$ cat config.mk
export PLATFORM = sky130hd
export DESIGN_NAME = boost_duty_step_regulator
export DESIGN_NICKNAME = d
export VERILOG_FILES = /design/src/hdl/bdsr_pkg.sv /design/src/hdl/bdsr_cfg.sv /design/src/hdl/bdsr_update.sv /design/src/hdl/bdsr_out.sv /design/src/hdl/boost_duty_step_regulator.sv
export SDC_FILE = /design/constraint.sdc
export NUM_CORES = 1
export LEC_CHECK = 0
export CORE_ASPECT_RATIO = 1.4
export CORE_MARGIN = 8
export CORE_UTILIZATION = 60
export CTS_CLUSTER_DIAMETER = 30
export DETAILED_ROUTE_END_ITERATION = 7
export DONT_BUFFER_PORTS = 1
export GPL_TIMING_DRIVEN = 0
export PLACE_DENSITY = 0.79
export SYNTH_ARGS = -nofsm -noshare
export SYNTH_HDL_FRONTEND = slang
export SYNTH_SLANG_ARGS = --single-unit
$ cat constraint.sdc
create_clock -name clk -period 7.8 [get_ports clk]
set_input_delay 0.39 -clock clk [delete_from_list [all_inputs] [get_ports clk]]
set_output_delay 0.39 -clock clk [all_outputs]
set_load 0.005 [all_outputs]
$ cat src/hdl/bdsr_pkg.sv
`timescale 1ns / 1ps

package bdsr_pkg;

    localparam int ADC_W      = 10;
    localparam int GAIN_W     = 4;
    localparam int STEP_W     = 8;
    localparam int DUTY_W     = 16;
    localparam int COUNTS_W   = 11;
    localparam int PCT_W      = 7;
    localparam int SUB_SHIFT  = 5;
    localparam int SUB_STEPS  = 32;
    localparam int CFG_IDX_W  = 3;
    localparam int CFG_DATA_W = 10;
    localparam int S_TDATA_W  = 16;
    localparam int M_TDATA_W  = 24;

    localparam int PWM_PERIOD_DEF = 255;

    localparam logic [CFG_IDX_W-1:0] REG_OV_LIMIT      = 3'd0;
    localparam logic [CFG_IDX_W-1:0] REG_SETPOINT      = 3'd1;
    localparam logic [CFG_IDX_W-1:0] REG_GAIN_ABOVE    = 3'd2;
    localparam logic [CFG_IDX_W-1:0] REG_GAIN_BELOW    = 3'd3;
    localparam logic [CFG_IDX_W-1:0] REG_STEP_MAX_ABOVE = 3'd4;
    localparam logic [CFG_IDX_W-1:0] REG_STEP_MAX_BELOW = 3'd5;

    localparam logic [ADC_W-1:0]  OV_LIMIT_RST  = 10'd787;
    localparam logic [ADC_W-1:0]  SETPOINT_RST  = 10'd721;
    localparam logic [GAIN_W-1:0] GAIN_RST      = 4'd1;
    localparam logic [STEP_W-1:0] STEP_MAX_RST  = 8'd1;

    typedef struct packed {
        logic [ADC_W-1:0]  ov_limit;
        logic [ADC_W-1:0]  setpoint;
        logic [GAIN_W-1:0] gain_above;
        logic [GAIN_W-1:0] gain_below;
        logic [STEP_W-1:0] step_max_above;
        logic [STEP_W-1:0] step_max_below;
    } cfg_t;

    typedef struct packed {
        logic              pwm_enabled;
        logic [DUTY_W-1:0] duty;
        logic              ov_active;
    } duty_state_t;

endpackage

$ cat src/hdl/bdsr_cfg.sv
`timescale 1ns / 1ps

module bdsr_cfg
(
    input  logic                                clk,
    input  logic                                rst_n,
    input  logic                                cfg_valid,
    output logic                                cfg_ready,
    input  logic [bdsr_pkg::CFG_IDX_W-1:0]      cfg_index,
    input  logic [bdsr_pkg::CFG_DATA_W-1:0]     cfg_data,
    output bdsr_pkg::cfg_t                      cfg
);

    bdsr_pkg::cfg_t cfg_reg;
    bdsr_pkg::cfg_t cfg_next;

    assign cfg_ready = 1'b1;
    assign cfg       = cfg_reg;

    always_comb
    begin
        cfg_next = cfg_reg;
        if (cfg_valid)
        begin
            unique case (cfg_index)
                bdsr_pkg::REG_OV_LIMIT:
                    cfg_next.ov_limit = cfg_data[bdsr_pkg::ADC_W-1:0];
                bdsr_pkg::REG_SETPOINT:
                    cfg_next.setpoint = cfg_data[bdsr_pkg::ADC_W-1:0];
                bdsr_pkg::REG_GAIN_ABOVE:
                    cfg_next.gain_above = cfg_data[bdsr_pkg::GAIN_W-1:0];
                bdsr_pkg::REG_GAIN_BELOW:
                    cfg_next.gain_below = cfg_data[bdsr_pkg::GAIN_W-1:0];
                bdsr_pkg::REG_STEP_MAX_ABOVE:
                    cfg_next.step_max_above = cfg_data[bdsr_pkg::STEP_W-1:0];
                bdsr_pkg::REG_STEP_MAX_BELOW:
                    cfg_next.step_max_below = cfg_data[bdsr_pkg::STEP_W-1:0];
                default:
                    cfg_next = cfg_reg;
            endcase
        end
    end

    always_ff @(posedge clk or negedge rst_n)
    begin
        if (!rst_n)
        begin
            cfg_reg.ov_limit       <= bdsr_pkg::OV_LIMIT_RST;
            cfg_reg.setpoint       <= bdsr_pkg::SETPOINT_RST;
            cfg_reg.gain_above     <= bdsr_pkg::GAIN_RST;
            cfg_reg.gain_below     <= bdsr_pkg::GAIN_RST;
            cfg_reg.step_max_above <= bdsr_pkg::STEP_MAX_RST;
            cfg_reg.step_max_below <= bdsr_pkg::STEP_MAX_RST;
        end
        else
        begin
            cfg_reg <= cfg_next;
        end
    end

endmodule

$ cat src/hdl/bdsr_update.sv
`timescale 1ns / 1ps

module bdsr_update
#(
    parameter int PWM_PERIOD = bdsr_pkg::PWM_PERIOD_DEF
)
(
    input  logic                            clk,
    input  logic                            rst_n,
    input  bdsr_pkg::cfg_t                  cfg,
    input  logic                            in_valid,
    output logic                            in_ready,
    input  logic [bdsr_pkg::ADC_W-1:0]      adc_sample,
    output logic                            res_valid,
    input  logic                            res_ready,
    output bdsr_pkg::duty_state_t           res
);

    localparam int FULL_SCALE = PWM_PERIOD * 4 * bdsr_pkg::SUB_STEPS;
    localparam int DUTY_RST_I = (FULL_SCALE * 4) / 5;
    localparam logic [bdsr_pkg::DUTY_W-1:0] DUTY_RST  = DUTY_RST_I[bdsr_pkg::DUTY_W-1:0];
    localparam logic [bdsr_pkg::DUTY_W:0]   FULL_SC_W = FULL_SCALE[bdsr_pkg::DUTY_W:0];
    localparam int PROD_W = bdsr_pkg::ADC_W + bdsr_pkg::GAIN_W;

    logic                            in_valid_reg;
    logic [bdsr_pkg::ADC_W-1:0]      adc_reg;
    logic [bdsr_pkg::DUTY_W-1:0]     duty_reg;
    logic [bdsr_pkg::DUTY_W-1:0]     duty_next;
    logic                            flag_reg;
    logic                            flag_next;
    logic                            res_valid_reg;
    bdsr_pkg::duty_state_t           res_reg;

    logic                            load_res;
    logic                            load_in;
    logic                            above_limit;
    logic                            above_set;
    logic                            below_set;
    logic [bdsr_pkg::ADC_W-1:0]      err_up;
    logic [bdsr_pkg::ADC_W-1:0]      err_dn;
    logic [PROD_W-1:0]               prod_up;
    logic [PROD_W-1:0]               prod_dn;
    logic [bdsr_pkg::STEP_W-1:0]     step_up;
    logic [bdsr_pkg::STEP_W-1:0]     step_dn;
    logic [bdsr_pkg::DUTY_W:0]       duty_sum;

    assign load_res  = !res_valid_reg || res_ready;
    assign load_in   = !in_valid_reg || load_res;
    assign in_ready  = load_in;
    assign res_valid = res_valid_reg;
    assign res       = res_reg;

    assign above_limit = adc_reg > cfg.ov_limit;
    assign above_set   = adc_reg > cfg.setpoint;
    assign below_set   = adc_reg < cfg.setpoint;
    assign err_dn      = adc_reg - cfg.setpoint;
    assign err_up      = cfg.setpoint - adc_reg;
    assign prod_dn     = err_dn * cfg.gain_above;
    assign prod_up     = err_up * cfg.gain_below;
    assign step_dn     = (prod_dn > PROD_W'(cfg.step_max_above)) ? cfg.step_max_above
                                                                   : prod_dn[bdsr_pkg::STEP_W-1:0];
    assign step_up     = (prod_up > PROD_W'(cfg.step_max_below)) ? cfg.step_max_below
                                                                   : prod_up[bdsr_pkg::STEP_W-1:0];
    assign duty_sum    = {1'b0, duty_reg} + (bdsr_pkg::DUTY_W + 1)'(step_up);

    always_comb
    begin
        duty_next = duty_reg;
        flag_next = flag_reg;
        if (above_limit)
        begin
            flag_next = 1'b1;
        end
        else if (flag_reg)
        begin
            if (!above_set)
            begin
                duty_next = duty_reg >> 1;
                flag_next = 1'b0;
            end
        end
        else if (above_set)
        begin
            if (bdsr_pkg::DUTY_W'(step_dn) <= duty_reg)
            begin
                duty_next = duty_reg - bdsr_pkg::DUTY_W'(step_dn);
            end
        end
        else if (below_set)
        begin
            if (duty_sum < FULL_SC_W)
            begin
                duty_next = duty_sum[bdsr_pkg::DUTY_W-1:0];
            end
        end
    end

    always_ff @(posedge clk or negedge rst_n)
    begin
        if (!rst_n)
        begin
            in_valid_reg  <= 1'b0;
            res_valid_reg <= 1'b0;
            duty_reg      <= DUTY_RST;
            flag_reg      <= 1'b0;
        end
        else
        begin
            if (load_in)
            begin
                in_valid_reg <= in_valid;
            end
            if (load_res)
            begin
                res_valid_reg <= in_valid_reg;
            end
            if (in_valid_reg && load_res)
            begin
                duty_reg <= duty_next;
                flag_reg <= flag_next;
            end
        end
    end

    always_ff @(posedge clk)
    begin
        if (load_in && in_valid)
        begin
            adc_reg <= adc_sample;
        end
        if (load_res && in_valid_reg)
        begin
            res_reg.pwm_enabled <= !flag_next;
            res_reg.duty        <= duty_next;
            res_reg.ov_active   <= flag_next;
        end
    end

endmodule

$ cat src/hdl/bdsr_out.sv
`timescale 1ns / 1ps

module bdsr_out
#(
    parameter int PWM_PERIOD = bdsr_pkg::PWM_PERIOD_DEF
)
(
    input  logic                                clk,
    input  logic                                rst_n,
    input  logic                                res_valid,
    output logic                                res_ready,
    input  bdsr_pkg::duty_state_t               res,
    output logic                                m_tvalid,
    input  logic                                m_tready,
    output logic [bdsr_pkg::M_TDATA_W-1:0]      m_tdata
);

    localparam int FULL_SCALE = PWM_PERIOD * 4 * bdsr_pkg::SUB_STEPS;
    localparam int PER_CENT   = (FULL_SCALE / 100 == 0) ? 1 : FULL_SCALE / 100;
    localparam int SHIFT_K    = bdsr_pkg::DUTY_W + $clog2(PER_CENT);
    localparam longint unsigned RECIP_L =
        ((64'd1 << SHIFT_K) + longint'(PER_CENT) - 64'd1) / longint'(PER_CENT);
    localparam int RECIP_W = bdsr_pkg::DUTY_W + 1;
    localparam logic [RECIP_W-1:0] RECIP_M = RECIP_L[RECIP_W-1:0];
    localparam int PROD_W  = bdsr_pkg::DUTY_W + RECIP_W;
    localparam int FIELD_W = 2 + bdsr_pkg::COUNTS_W + bdsr_pkg::PCT_W;

    logic                                   m_tvalid_reg;
    logic [bdsr_pkg::M_TDATA_W-1:0]         m_tdata_reg;
    logic [PROD_W-1:0]                      prod;
    logic [PROD_W-1:0]                      quot;
    logic [bdsr_pkg::COUNTS_W-1:0]          counts;
    logic [FIELD_W-1:0]                     fields;

    assign res_ready = !m_tvalid_reg || m_tready;
    assign m_tvalid  = m_tvalid_reg;
    assign m_tdata   = m_tdata_reg;

    assign prod   = PROD_W'(res.duty) * PROD_W'(RECIP_M);
    assign quot   = prod >> SHIFT_K;
    assign counts = res.duty[bdsr_pkg::DUTY_W-1:bdsr_pkg::SUB_SHIFT];
    assign fields = {res.ov_active, quot[bdsr_pkg::PCT_W-1:0], counts, res.pwm_enabled};

    always_ff @(posedge clk or negedge rst_n)
    begin
        if (!rst_n)
        begin
            m_tvalid_reg <= 1'b0;
        end
        else if (res_ready)
        begin
            m_tvalid_reg <= res_valid;
        end
    end

    always_ff @(posedge clk)
    begin
        if (res_ready && res_valid)
        begin
            m_tdata_reg <= bdsr_pkg::M_TDATA_W'(fields);
        end
    end

endmodule

$ cat src/hdl/boost_duty_step_regulator.sv
`timescale 1ns / 1ps
// Boost converter duty regulator with overvoltage shutdown.
// Input stream: one 10-bit ADC code of the output voltage per beat on s_tdata.
// Output stream: one beat per input beat with PWM enable, duty in PWM counts,
// duty in whole percent and the overvoltage flag, computed after the update.
// Configuration: write register index on cfg_index and value on cfg_data with
// cfg_valid; cfg_ready is always high. Write only while no beat is in flight.
// Pipeline: input register, duty update register, output register holding the
// percent product.
// Throughput: one beat per cycle while m_tready stays high; the duty
// read-modify-write closes around the duty register.
// Reset: duty returns to 80 percent of full scale, flag clears, registers take
// their default values, the pipeline empties.
// Stall: a low m_tready holds the output beat; the two inner stages keep
// filling, then s_tready drops until the output beat is taken.

module boost_duty_step_regulator
#(
    parameter int PWM_PERIOD = bdsr_pkg::PWM_PERIOD_DEF
)
(
    input  logic                                clk,
    input  logic                                rst_n,
    input  logic                                s_tvalid,
    output logic                                s_tready,
    input  logic [bdsr_pkg::S_TDATA_W-1:0]      s_tdata,  // [9:0] adc_sample
    output logic                                m_tvalid,
    input  logic                                m_tready,
    // [0] pwm_enabled, [11:1] duty_counts, [18:12] duty_percent, [19] overvoltage_active
    output logic [bdsr_pkg::M_TDATA_W-1:0]      m_tdata,
    input  logic                                cfg_valid,
    output logic                                cfg_ready,
    input  logic [bdsr_pkg::CFG_IDX_W-1:0]      cfg_index,
    input  logic [bdsr_pkg::CFG_DATA_W-1:0]     cfg_data
);

    bdsr_pkg::cfg_t         cfg;
    bdsr_pkg::duty_state_t  res;
    logic                   res_valid;
    logic                   res_ready;

    bdsr_cfg u_cfg
    (
        .clk       (clk),
        .rst_n     (rst_n),
        .cfg_valid (cfg_valid),
        .cfg_ready (cfg_ready),
        .cfg_index (cfg_index),
        .cfg_data  (cfg_data),
        .cfg       (cfg)
    );

    bdsr_update #(.PWM_PERIOD(PWM_PERIOD)) u_update
    (
        .clk        (clk),
        .rst_n      (rst_n),
        .cfg        (cfg),
        .in_valid   (s_tvalid),
        .in_ready   (s_tready),
        .adc_sample (s_tdata[bdsr_pkg::ADC_W-1:0]),
        .res_valid  (res_valid),
        .res_ready  (res_ready),
        .res        (res)
    );

    bdsr_out #(.PWM_PERIOD(PWM_PERIOD)) u_out
    (
        .clk       (clk),
        .rst_n     (rst_n),
        .res_valid (res_valid),
        .res_ready (res_ready),
        .res       (res),
        .m_tvalid  (m_tvalid),
        .m_tready  (m_tready),
        .m_tdata   (m_tdata)
    );

endmodule

==> run_results.csv <==
group,metric,value,unit
status,outcome,"finished, violations left",
status,failed_checks,"setup timing",
layout,fill_cells,1457,
die,die_w,137,um
layout,stdcell_area,14300,sq um
cts,cts_buffers,9,
timing,fmax,126,MHz
placed_design,dpl_worst_slack,-1.28,ns
routing,ant_nets,0,
timing,hold_viol,0,
worst_setup_path,endpoint_kind,"flip-flop",
die,die_area,25400,sq um
timing,maxSlewHeadroom,19.1,%
global_route,grt_pass1_wl,52000,um
placed_design,dp_hpwl,25300,um
timing,setup_tns,-1.29,ns
logic_synthesis,synth_ff_type,"edfxtp_1",
routing,via_count,10169,
cts,clk_pin_slew,0.07,ns
logic_synthesis,synth_simple_gate_area_share,14.3,%
logic_synthesis,yosysSeqAreaShare,24.9,%
logic_synthesis,yosys-top-cells-area,"ha_1, edfxtp_1, fa_1",
logic_synthesis,ys_seq_elements,112,
layout,num_antenna_cells,0,
timing,min_period_over_period,102,%
timing,whs,0.111,ns
routing,drt_drc_violations_left,0,
layout,largest_register_ff_count,44,
die,start_util,60.6,%
layout,drive_gt1_share,19.6,%
logic_synthesis,synth_xor_area_share,2.92,%
layout,nNetsFinal,1674,
logic_synthesis,yosys-mux-area-fraction,5.03,%
routing,wl_per_cell,20.3,um
logic_synthesis,syn-cell-area,12300,sq um
timing,fin_worst_skew,0.0115,ns
layout,area_delta_synth_final,15.9,%
worst_setup_path,cp_max_fo,9,
global_route,grt_max_degree,65,
cts,tritoncts,"yes",
timing,worst_pin_slew,1.20,ns
placed_design,place_area,12700,sq um
timing,grt_setup_unrepaired,"true",
worst_setup_path,setup.worst_path.start_class,"flip-flop",
cts,htreeDepth,3,
min_path,hp-class,"input port to flip-flop",
cts,clk_path_buf_depth,2,
cts,cts_root_buf,"clkbuf_16",
die,coreArea,20300,sq um
logic_synthesis,synth-compound-area-share,16.2,%
worst_setup_path,critPathMaxStageDelay,0.62,ns
logic_synthesis,ys_async_sr_fraction,57.1,%
worst_setup_path,crit_required,7.92,ns
worst_setup_path,arrival,8.06,ns
die,rows,62,
die,boundaryPins,61,
layout,layout_common_cells,"inv_1, ha_1, nand2_1",
worst_setup_path,cp_num_buf_inv,5,
layout,final_common_cell,"inv_1",
placed_design,io_buffers,0,
cts,clk_latency,0.38,ns
routing,vias_per_cell,6.13,
global_route,grt_pass1_vias,10514,
run,cap_violations,0,
placed_design,place.gp.congestion,0.968,
global_route,grt_overflow,0,
logic_synthesis,synthAdderAreaFrac,28.5,%
routing,drtPass1Iterations,5,
logic_synthesis,synth_top_area_share,18.3,%
logic_synthesis,synth_area_per_cell,9.31,sq um
worst_setup_path,crit_path_top_delay_cell,"fa_1",
cts,cts_sinks,112,
logic_synthesis,yosys.area.top_type,"ha_1",
worst_setup_path,critPathKind,"flip-flop to flip-flop",
logic_synthesis,synth_cell_types,95,
routing,first_iter_violations,563,
timing,drv_slew,0,
timing,post-route-min-period,7.94,ns
logic_synthesis,netlist_instances,1323,
logic_synthesis,ys_warn_count,0,
timing,fin_ws,-0.139,ns
global_route,antenna_found_initial,0,
die,floorplan.die.height,186,um
layout,multiInputGateArea,9010,sq um
routing,wirelength,33600,um
timing,final-setup-viol-count,16,
logic_synthesis,synth_edf_count,48,
logic_synthesis,synth_top_family_by_area,"adder cells",
worst_setup_path,crit_family,"adder cells",
layout,register_area,3070,sq um
global_route,grt_use_total,26.5,%
-- path summary, 6_finish.rpt --
| kind | to | from | slack, ns | cells past startpoint |
|---|---|---|---|---|
| min in group asynchronous | u_update.flag_reg | rst_n | 0.66 | 2 |
| hold reg to reg | u_out.m_tdata[0] | u_update.res[17] | 0.42 | 0 |
| setup / recovery | u_update.res[5] | u_update.adc_reg[0] | -0.14 | 33 |
| setup reg to reg | u_update.res[5] | u_update.adc_reg[0] | -0.14 | 33 |
| max in group asynchronous | u_update.duty_reg[13] | rst_n | 6.83 | 2 |
| hold / removal | u_update.adc_reg[8] | s_tdata[8] | 0.11 | 0 |
-- synthesized netlist by cell type, types with 15 or more instances --
master and instances:
nand2b_1 35, nor3_1 17, ha_1 180, mux2_2 31, nor2_1 58, xnor2_1 33
mux2i_1 27, and2_1 38, nor2b_1 15, dfstp_2 18, dfrtp_1 46, clkbuf_1 28
o21ai_0 65, a21oi_1 51, a21o_1 25, fa_1 63, inv_1 195, edfxtp_1 48
nand2_1 108, nand3_1 19
-- per-stage QoR --
step | util [%] | instances
floorplan | - | 1326
global placement | 62.2 | 1582
detailed placement | 62.2 | 1582
CTS | 67.2 | 1634
global route | 70.2 | 1658
finish | 70.2 | 1658
-- repair_timing --
action                                 4_1_cts  5_1_grt
gates resized for setup                     72       90
gates cloned                                 0        0
endpoints found under the hold margin       64        0
setup buffers                               35       24
hold buffers                                 2        0
setup endpoints to repair                   32       32
pin swaps                                   39       69
-- routing by layer --
metal	global-route usage, %	share of wire (%)
met1	24.6	33
met3	4.54	4.8
met5	0	0
met4	21.8	8.5
met2	49.1	53
-- final cells by class --
| cell class | count | area share (%) |
|---|---|---|
| inverter | 195 | 5.13 |
| sequential | 112 | 21.5 |
| clock inverter | 7 | 0.780 |
| timing repair buffer | 61 | 3.71 |
| clock buffer | 9 | 1.58 |
| tap | 256 | 2.24 |
| buffer | 45 | 1.93 |
| multi-input combinational | 973 | 63.1 |
-- cells by family after synthesis --
group / count (synthesis)
AO/OA/AOI/OAI: 283
other: 2
AND/OR/NAND/NOR: 343
multiplexers: 58
XOR/XNOR: 41
flip-flops: 112
adder cells (fa/ha/maj): 243
buffers and inverters: 241
Power is not shown: default switching activity piles up to over one toggle a cycle in this logic, so the estimate is an artifact.
